File: config.mk
export PLATFORM = sky130hd
export DESIGN_NAME = crc16_frame_receiver
export DESIGN_NICKNAME = d
export VERILOG_FILES = /design/src/rtl/cfr_pkg.sv /design/src/rtl/cfr_frame_fsm.sv /design/src/rtl/cfr_config_regs.sv /design/src/rtl/crc16_frame_receiver.sv
export VERILOG_INCLUDE_DIRS = /design/src /design/src/rtl
export SDC_FILE = /design/constraint.sdc
export NUM_CORES = 1
export LEC_CHECK = 0
export BUFFER_PORTS_ARGS = -buffer_cell sky130_fd_sc_hd__buf_2
export CORE_ASPECT_RATIO = 0.5
export CORE_MARGIN = 3
export CORE_UTILIZATION = 46
export DETAILED_ROUTE_END_ITERATION = 8
export SLEW_MARGIN = 20
export SYNTH_ARGS = -nofsm -noshare
export SYNTH_HDL_FRONTEND = slang
export SYNTH_SLANG_ARGS = --single-unit
File: constraint.sdc
create_clock -name clk -period 5.7 [get_ports clk]
set_input_delay 1.14 -clock clk [delete_from_list [all_inputs] [get_ports clk]]
set_output_delay 1.14 -clock clk [all_outputs]
set_load 0.05 [all_outputs]
File: src/rtl/assert_macros.svh
// Assertion helpers for the RTL files that carry checks.
`ifndef ASSERT_MACROS_SVH
`define ASSERT_MACROS_SVH

// The consequent must hold in the same cycle as the antecedent.
`define ASSERT_IMPLY(lbl, clock, rstn, ante, cons) \
    lbl: assert property (@(posedge clock) disable iff (!(rstn)) (ante) |-> (cons)) \
        else $error("same-cycle implication failed");

// The consequent must hold in the cycle after the antecedent.
`define ASSERT_NEXT(lbl, clock, rstn, ante, cons) \
    lbl: assert property (@(posedge clock) disable iff (!(rstn)) (ante) |=> (cons)) \
        else $error("next-cycle implication failed");

`endif

File: src/rtl/cfr_pkg.sv
package cfr_pkg;

    localparam logic [7:0] HEADER_BYTE = 8'hAA;

    localparam logic [1:0] ST_BUSY    = 2'd0;
    localparam logic [1:0] ST_BAD_HDR = 2'd1;
    localparam logic [1:0] ST_READY   = 2'd2;
    localparam logic [1:0] ST_CRC_ERR = 2'd3;

    localparam int unsigned CFG_INDEX_W = 8;
    localparam int unsigned CFG_DATA_W  = 16;

    localparam logic [CFG_INDEX_W-1:0] REG_LOCAL_ADDRESS  = 8'd0;
    localparam logic [CFG_INDEX_W-1:0] REG_CRC_POLYNOMIAL = 8'd1;

    localparam logic [7:0]  LOCAL_ADDRESS_RESET  = 8'd2;
    localparam logic [15:0] CRC_POLYNOMIAL_RESET = 16'h1021;

    typedef struct packed {
        logic [1:0] status;
        logic       payload_valid;
        logic [7:0] payload_byte;
        logic [7:0] payload_index;
        logic [7:0] sender_address;
        logic [7:0] time_stamp;
        logic [7:0] command_code;
        logic [7:0] payload_length;
    } result_t;

    // MSB-first CRC16 update over one byte, no reflection.
    function automatic logic [15:0] crc_feed(input logic [15:0] crc, input logic [7:0] b,
                                             input logic [15:0] poly);
        logic [15:0] c;
        c = crc ^ {b, 8'h00};
        for (int i = 0; i < 8; i++) begin
            if (c[15])
                c = {c[14:0], 1'b0} ^ poly;
            else
                c = {c[14:0], 1'b0};
        end
        return c;
    endfunction

endpackage

File: src/rtl/cfr_frame_fsm.sv
module cfr_frame_fsm (
    input  logic             clk,
    input  logic             rst_n,
    input  logic             step_en,
    input  logic [7:0]       rx_byte,
    input  logic [7:0]       local_address,
    input  logic [15:0]      crc_polynomial,
    output cfr_pkg::result_t result
);

    typedef enum logic [3:0] {
        PH_HUNT,
        PH_DEST,
        PH_SENDER,
        PH_STAMP,
        PH_CMD,
        PH_LEN,
        PH_DATA,
        PH_CRC_HI,
        PH_CRC_LO
    } phase_t;

    phase_t      phase_reg, phase_next;
    logic [7:0]  sender_reg, sender_next;
    logic [7:0]  stamp_reg, stamp_next;
    logic [7:0]  command_reg, command_next;
    logic [7:0]  length_reg, length_next;
    logic [7:0]  count_reg, count_next;
    logic [15:0] crc_reg, crc_next;
    logic [7:0]  crc_high_reg, crc_high_next;
    logic [15:0] crc_fed;
    logic [7:0]  count_inc;

    assign crc_fed   = cfr_pkg::crc_feed(crc_reg, rx_byte, crc_polynomial);
    assign count_inc = count_reg + 8'd1;

    always_comb
    begin
        phase_next    = phase_reg;
        sender_next   = sender_reg;
        stamp_next    = stamp_reg;
        command_next  = command_reg;
        length_next   = length_reg;
        count_next    = count_reg;
        crc_next      = crc_reg;
        crc_high_next = crc_high_reg;

        result.status        = cfr_pkg::ST_BUSY;
        result.payload_valid = 1'b0;
        result.payload_byte  = 8'd0;
        result.payload_index = 8'd0;

        case (phase_reg)
            PH_HUNT:
            begin
                if (rx_byte == cfr_pkg::HEADER_BYTE)
                    phase_next = PH_DEST;
                else
                    result.status = cfr_pkg::ST_BAD_HDR;
            end
            PH_DEST:
            begin
                if (rx_byte == local_address)
                begin
                    crc_next   = cfr_pkg::crc_feed(16'd0, local_address, crc_polynomial);
                    phase_next = PH_SENDER;
                end
                else
                begin
                    phase_next = PH_HUNT;
                end
            end
            PH_SENDER:
            begin
                sender_next = rx_byte;
                crc_next    = crc_fed;
                phase_next  = PH_STAMP;
            end
            PH_STAMP:
            begin
                stamp_next = rx_byte;
                crc_next   = crc_fed;
                phase_next = PH_CMD;
            end
            PH_CMD:
            begin
                command_next = rx_byte;
                crc_next     = crc_fed;
                phase_next   = PH_LEN;
            end
            PH_LEN:
            begin
                length_next = rx_byte;
                count_next  = 8'd0;
                crc_next    = crc_fed;
                phase_next  = (rx_byte != 8'd0) ? PH_DATA : PH_CRC_HI;
            end
            PH_DATA:
            begin
                result.payload_valid = 1'b1;
                result.payload_byte  = rx_byte;
                result.payload_index = count_reg;
                crc_next             = crc_fed;
                count_next           = count_inc;
                if (count_inc == length_reg)
                    phase_next = PH_CRC_HI;
            end
            PH_CRC_HI:
            begin
                crc_high_next = rx_byte;
                phase_next    = PH_CRC_LO;
            end
            PH_CRC_LO:
            begin
                result.status = ({crc_high_reg, rx_byte} == crc_reg) ? cfr_pkg::ST_READY
                                                                     : cfr_pkg::ST_CRC_ERR;
                phase_next    = PH_HUNT;
            end
            default:
            begin
                phase_next = PH_HUNT;
            end
        endcase

        result.sender_address = sender_next;
        result.time_stamp     = stamp_next;
        result.command_code   = command_next;
        result.payload_length = length_next;
    end

    always_ff @(posedge clk or negedge rst_n)
    begin
        if (!rst_n)
        begin
            phase_reg    <= PH_HUNT;
            sender_reg   <= 8'd0;
            stamp_reg    <= 8'd0;
            command_reg  <= 8'd0;
            length_reg   <= 8'd0;
            count_reg    <= 8'd0;
            crc_reg      <= 16'd0;
            crc_high_reg <= 8'd0;
        end
        else if (step_en)
        begin
            phase_reg    <= phase_next;
            sender_reg   <= sender_next;
            stamp_reg    <= stamp_next;
            command_reg  <= command_next;
            length_reg   <= length_next;
            count_reg    <= count_next;
            crc_reg      <= crc_next;
            crc_high_reg <= crc_high_next;
        end
    end

endmodule

File: src/rtl/cfr_config_regs.sv
module cfr_config_regs (
    input  logic                            clk,
    input  logic                            rst_n,
    input  logic                            cfg_write_enable,
    input  logic [cfr_pkg::CFG_INDEX_W-1:0] cfg_index,
    input  logic [cfr_pkg::CFG_DATA_W-1:0]  cfg_data,
    output logic [7:0]                      local_address,
    output logic [15:0]                     crc_polynomial
);

    logic [7:0]  local_address_reg;
    logic [15:0] crc_polynomial_reg;

    always_ff @(posedge clk or negedge rst_n)
    begin
        if (!rst_n)
        begin
            local_address_reg  <= cfr_pkg::LOCAL_ADDRESS_RESET;
            crc_polynomial_reg <= cfr_pkg::CRC_POLYNOMIAL_RESET;
        end
        else if (cfg_write_enable)
        begin
            case (cfg_index)
                cfr_pkg::REG_LOCAL_ADDRESS:  local_address_reg  <= cfg_data[7:0];
                cfr_pkg::REG_CRC_POLYNOMIAL: crc_polynomial_reg <= cfg_data[15:0];
                default: ;
            endcase
        end
    end

    assign local_address  = local_address_reg;
    assign crc_polynomial = crc_polynomial_reg;

endmodule

File: src/rtl/crc16_frame_receiver.sv
// Byte-serial frame receiver: each input item is one received byte and yields exactly one
// result item carrying the frame status, the payload byte with its index when the byte was
// payload, and the latched sender, timestamp, command and length fields. The block accepts
// one item per cycle while the output is not stalled. Each accepted item waits in the input
// register; its result is loaded into the result register once the output is free and is
// taken at an edge where out_stall is low. While the output is stalled the result register
// and the input register each hold one item, and the input stalls once both are full. The
// per-item path is the frame state machine plus unrolled eight-bit CRC16 updates between
// the input and result registers. Configuration writes are expected only while idle.
`include "assert_macros.svh"

module crc16_frame_receiver (
    input  logic                            clk,
    input  logic                            rst_n,

    input  logic                            cfg_write_enable,
    input  logic [cfr_pkg::CFG_INDEX_W-1:0] cfg_index,
    input  logic [cfr_pkg::CFG_DATA_W-1:0]  cfg_data,

    input  logic                            in_valid,
    output logic                            in_stall,
    input  logic [7:0]                      in_byte,

    output logic                            out_valid,
    input  logic                            out_stall,
    output logic [1:0]                      status,
    output logic                            payload_valid,
    output logic [7:0]                      payload_byte,
    output logic [7:0]                      payload_index,
    output logic [7:0]                      sender_address,
    output logic [7:0]                      time_stamp,
    output logic [7:0]                      command_code,
    output logic [7:0]                      payload_length
);

    logic              in_valid_reg;
    logic [7:0]        in_byte_reg;
    logic              out_valid_reg;
    cfr_pkg::result_t  result_reg;
    cfr_pkg::result_t  step_result;
    logic              out_free;
    logic              step_en;
    logic              in_take;
    logic [7:0]        local_address;
    logic [15:0]       crc_polynomial;

    assign out_free = !out_valid_reg || !out_stall;
    assign step_en  = in_valid_reg && out_free;
    assign in_stall = in_valid_reg && !out_free;
    assign in_take  = in_valid && !in_stall;

    cfr_config_regs u_cfg (
        .clk              (clk),
        .rst_n            (rst_n),
        .cfg_write_enable (cfg_write_enable),
        .cfg_index        (cfg_index),
        .cfg_data         (cfg_data),
        .local_address    (local_address),
        .crc_polynomial   (crc_polynomial)
    );

    cfr_frame_fsm u_fsm (
        .clk            (clk),
        .rst_n          (rst_n),
        .step_en        (step_en),
        .rx_byte        (in_byte_reg),
        .local_address  (local_address),
        .crc_polynomial (crc_polynomial),
        .result         (step_result)
    );

    always_ff @(posedge clk or negedge rst_n)
    begin
        if (!rst_n)
        begin
            in_valid_reg <= 1'b0;
        end
        else if (!in_stall)
        begin
            in_valid_reg <= in_valid;
        end
    end

    always_ff @(posedge clk)
    begin
        if (in_take)
            in_byte_reg <= in_byte;
    end

    always_ff @(posedge clk or negedge rst_n)
    begin
        if (!rst_n)
        begin
            out_valid_reg <= 1'b0;
        end
        else if (out_free)
        begin
            out_valid_reg <= in_valid_reg;
        end
    end

    always_ff @(posedge clk)
    begin
        if (step_en)
            result_reg <= step_result;
    end

    assign out_valid      = out_valid_reg;
    assign status         = result_reg.status;
    assign payload_valid  = result_reg.payload_valid;
    assign payload_byte   = result_reg.payload_byte;
    assign payload_index  = result_reg.payload_index;
    assign sender_address = result_reg.sender_address;
    assign time_stamp     = result_reg.time_stamp;
    assign command_code   = result_reg.command_code;
    assign payload_length = result_reg.payload_length;

    `ASSERT_IMPLY(a_stall_only_when_full, clk, rst_n, in_stall, in_valid_reg && out_valid_reg && out_stall)
    `ASSERT_IMPLY(a_payload_in_progress, clk, rst_n, out_valid && payload_valid, status == cfr_pkg::ST_BUSY)
    `ASSERT_NEXT(a_out_drains_empty, clk, rst_n, out_valid_reg && !out_stall && !in_valid_reg, !out_valid_reg)

endmodule
==> impl_metrics.ini <==
[status]
run_status = complete, no violations

[clock_tree]
cts.sinks = 153
clock_tree.htree_level_count = 4
clkSlewWorstSetupHoldPaths_ps = 70
insertion_delay_ps = 450
hold_bufs_at_cts = 0
tritoncts.num_buffers = 17
max-clock-path-buffers = 2
tritoncts = done
post-cts-setup-buffers = 0
cts.repair.resized = 0
clk_root_buffer_cell = sky130_fd_sc_hd__clkbuf_16

[grt]
grt_util_met2 = 0.3701
grt.overflow.total = 0
global_routing_met1_resource_utilization = 0.3534
grt.total_usage = 0.2428
maximum_number_of_pins_on_one_net_before_global_route_repair = 73
first_global_vias = 9196
first_pass_grt_wire_length_mm = 51.70
use_met3 = 0.04352
grt_busiest_layer = met2
grt_antenna_before_repair = 0

[timing]
report.final.setup_viol = 0
max_clock_freq_mhz = 204.3
hold_violations = 0
relSlewSlack = 0.2544
timing.setup.tns_ps = 0
min_period_ps = 4896
max_slew_violation_count = 0
rsz0062_at_grt = no
fin_skew_ps = 10.90
period_share = 0.8589
worstMarginPinSlew_ps = 1114

[logic_synthesis]
synth_enable_flop_cells = 59
synth_area_leader = sky130_fd_sc_hd__dfrtp_1
combined_area_of_all_synthesized_cells_um2 = 11510
asyncSetResetFlopFracSynth = 0.6144
synth_area_leaders = sky130_fd_sc_hd__dfrtp_1 (20%), sky130_fd_sc_hd__edfxtp_1 (15%), sky130_fd_sc_hd__xnor2_1 (14%)
synth_fp_nets = 1336
most_common_flop_cell_mapped_by_yosys = sky130_fd_sc_hd__dfrtp_1
yosys.cell_types.count = 87
postSynthCellCount = 1298
postSynthRegisterBits = 153
synth_top_cell_area_share = 0.1956
postSynthAreaPerCell_um2 = 8.869
yosys_warnings = 0
seq_area_frac_synth = 0.3587

[detailed_routing]
wire_per_inst_um = 19.20
count_of_unresolved_drc_violations_after_routing = 0
detailedRoute.firstPassIterationCount = 5
vias_per_cell = 5.695
wirelength_mm = 32.46
drt_iter0_drc = 829
vias_post_dr = 9625
final_antenna_net_count = 0

[critical_path]
maximum_cell_stage_delay_along_the_critical_path_ps = 630
crit_slowest_cell = sky130_fd_sc_hd__a211oi_2
critical_path.most_common_cell = sky130_fd_sc_hd__xnor2_1
worstPathRequired_ps = 6010
cells_along_the_critical_path = xnor2_4 > xnor2_2 > a21oi_1 > or4_4 > and2_1 > a32oi_1 > a31oi_4 > a211oi_2 > mux2i_1 > o311ai_1 > xnor2_1 > xnor2_1 > o21ai_1
startpoint_of_the_worst_slack_reg_to_reg_timing_path = in_byte_reg[7]
worst_path_dominant_cell_family = compound AO/OA/AOI/OAI gates
critical_path.max_fanout = 18
start_kind = flip-flop
cp-end-kind = flip-flop
worst-path-buf-inv = 0
critPathArrivalTime_ps = 5210
cp-startpoint = in_byte_reg[7]
worstSetupPathType = reg2reg

[placement]
post_dp_cell_area_um2 = 12250
port_buffers = 89
place_hpwl_mm = 22.43
globalplace.congestion = 0.9141

[floorplan]
die_h_um = 117.9
floorplan.rows = 40
chipWidth_um = 229.7
io-pin-count = 90
start_util = 0.4743
placeableCoreArea_um2 = 24270
die_area_um2 = 27080

[layout]
filler_cell_count = 2238
drive_above_1_share = 0.1920
insertedDiodeCount = 0
fin_nets = 1379
most-common-layout-cells = sky130_fd_sc_hd__nand2_1 (319), sky130_fd_sc_hd__xnor2_1 (183), sky130_fd_sc_hd__dfrtp_1 (89)
leading_cell_type_in_the_layout_fill_and_taps_excluded = sky130_fd_sc_hd__nand2_1
layout-area-overhead-vs-synth_pct = 11.61
finished_layout_cell_area_um2 = 12850

[pwr]
power.total_mw = 3.369
pleak_nw = 5.145
vdd_drop_max_mv = 0.1621
powerDensity_nw_per_um2 = 262.2

[hold_path]
timing.hold.worst.class = reg2reg
hold_path_startpoint = u_fsm.command_reg[1]

[run]
cap_violations = 0
[cell families after synthesis]
kind of cell    count (synthesis)  share of synthesized area
mux                            78                    0.07543
simple gates                  509                     0.2030
compound gates                195                     0.1218
flops                         153                     0.3587
fa+ha+maj                       1                   0.001087
buf+inv                       115                    0.04000
xor+xnor                      247                     0.2000
[report_power, final]
group	total, mW	internal, mW	switching [mW]
clock	1.17	0.655	0.517
combinational	0.890	0.304	0.586
sequential	1.31	1.22	0.0831
[stage by stage]
step | hold WS [ps] | worst slack (ps) | std cells | utilization
finish | 472.2 | 804.4 | 1690 | 0.5293
global route | 496.8 | 456.5 | 1690 | 0.5293
CTS | 475.2 | 912.4 | 1690 | 0.5291
detailed placement | 458.5 | 919.2 | 1658 | 0.5045
global placement | 452.5 | 997.9 | 1658 | 0.5043
floorplan | 441.8 | 1841 | 1298 | -
[per-layer routing]
layer | vias up | routed length [um]
met5 | - | 0
met4 | 0 | 659
met3 | 50 | 2424
met2 | 376 | 14350
met1 | 4635 | 15020
li1 | 4564 | -
[worst min-delay path, stage by stage (launching register included)]
cell and delay [ps]:
sky130_fd_sc_hd__dfrtp_1 340, sky130_fd_sc_hd__nand2_1 50, sky130_fd_sc_hd__nand2_1 50
[worst paths after layout]
kind,end,slack (ps),cells past startpoint
setup / recovery,u_fsm.crc_reg[13],800,13
hold reg to reg,u_fsm.command_reg[1],470,2
min in group asynchronous,u_fsm.sender_reg[0],740,1
setup reg to reg,u_fsm.crc_reg[13],800,13
max in group asynchronous,u_fsm.length_reg[2],3900,2
hold / removal,u_fsm.command_reg[1],470,2
[Yosys cell counts, types with 5 or more instances]
| master | number |
|---|---|
| sky130_fd_sc_hd__a211oi_1 | 9 |
| sky130_fd_sc_hd__a21o_1 | 7 |
| sky130_fd_sc_hd__a21oi_1 | 29 |
| sky130_fd_sc_hd__a22oi_1 | 12 |
| sky130_fd_sc_hd__a31oi_1 | 6 |
| sky130_fd_sc_hd__a32oi_1 | 5 |
| sky130_fd_sc_hd__and2_1 | 22 |
| sky130_fd_sc_hd__and3_1 | 13 |
| sky130_fd_sc_hd__buf_1 | 13 |
| sky130_fd_sc_hd__buf_2 | 14 |
| sky130_fd_sc_hd__clkbuf_1 | 71 |
| sky130_fd_sc_hd__dfrtp_1 | 90 |
| sky130_fd_sc_hd__edfxtp_1 | 59 |
| sky130_fd_sc_hd__inv_1 | 14 |
| sky130_fd_sc_hd__mux2_2 | 66 |
| sky130_fd_sc_hd__mux2i_1 | 11 |
| sky130_fd_sc_hd__nand2_1 | 319 |
| sky130_fd_sc_hd__nand2b_1 | 7 |
| sky130_fd_sc_hd__nand3_1 | 26 |
| sky130_fd_sc_hd__nand4_1 | 12 |
| sky130_fd_sc_hd__nor2_1 | 36 |
| sky130_fd_sc_hd__nor2b_1 | 5 |
| sky130_fd_sc_hd__nor3_1 | 17 |
| sky130_fd_sc_hd__nor4_1 | 12 |
| sky130_fd_sc_hd__o211ai_1 | 14 |
| sky130_fd_sc_hd__o21ai_0 | 27 |
| sky130_fd_sc_hd__o21ai_1 | 17 |
| sky130_fd_sc_hd__o22ai_1 | 5 |
| sky130_fd_sc_hd__o311ai_1 | 9 |
| sky130_fd_sc_hd__o31ai_1 | 9 |
| sky130_fd_sc_hd__or3_1 | 7 |
| sky130_fd_sc_hd__xnor2_1 | 183 |
| sky130_fd_sc_hd__xnor3_1 | 6 |
| sky130_fd_sc_hd__xor2_1 | 52 |
[cell type report]
class,count,area (um2),area share
Tap cell,336,420.4,0.03272
Multi-Input combinational cell,1030,6933,0.5396
Inverter,15,57.56,0.004479
Sequential cell,153,4130,0.3215
Timing Repair Buffer,124,710.7,0.05531
Clock inverter,12,128.9,0.01003
Clock buffer,20,467.9,0.03642
No activity file was read; power rests on OpenSTA's default activity.
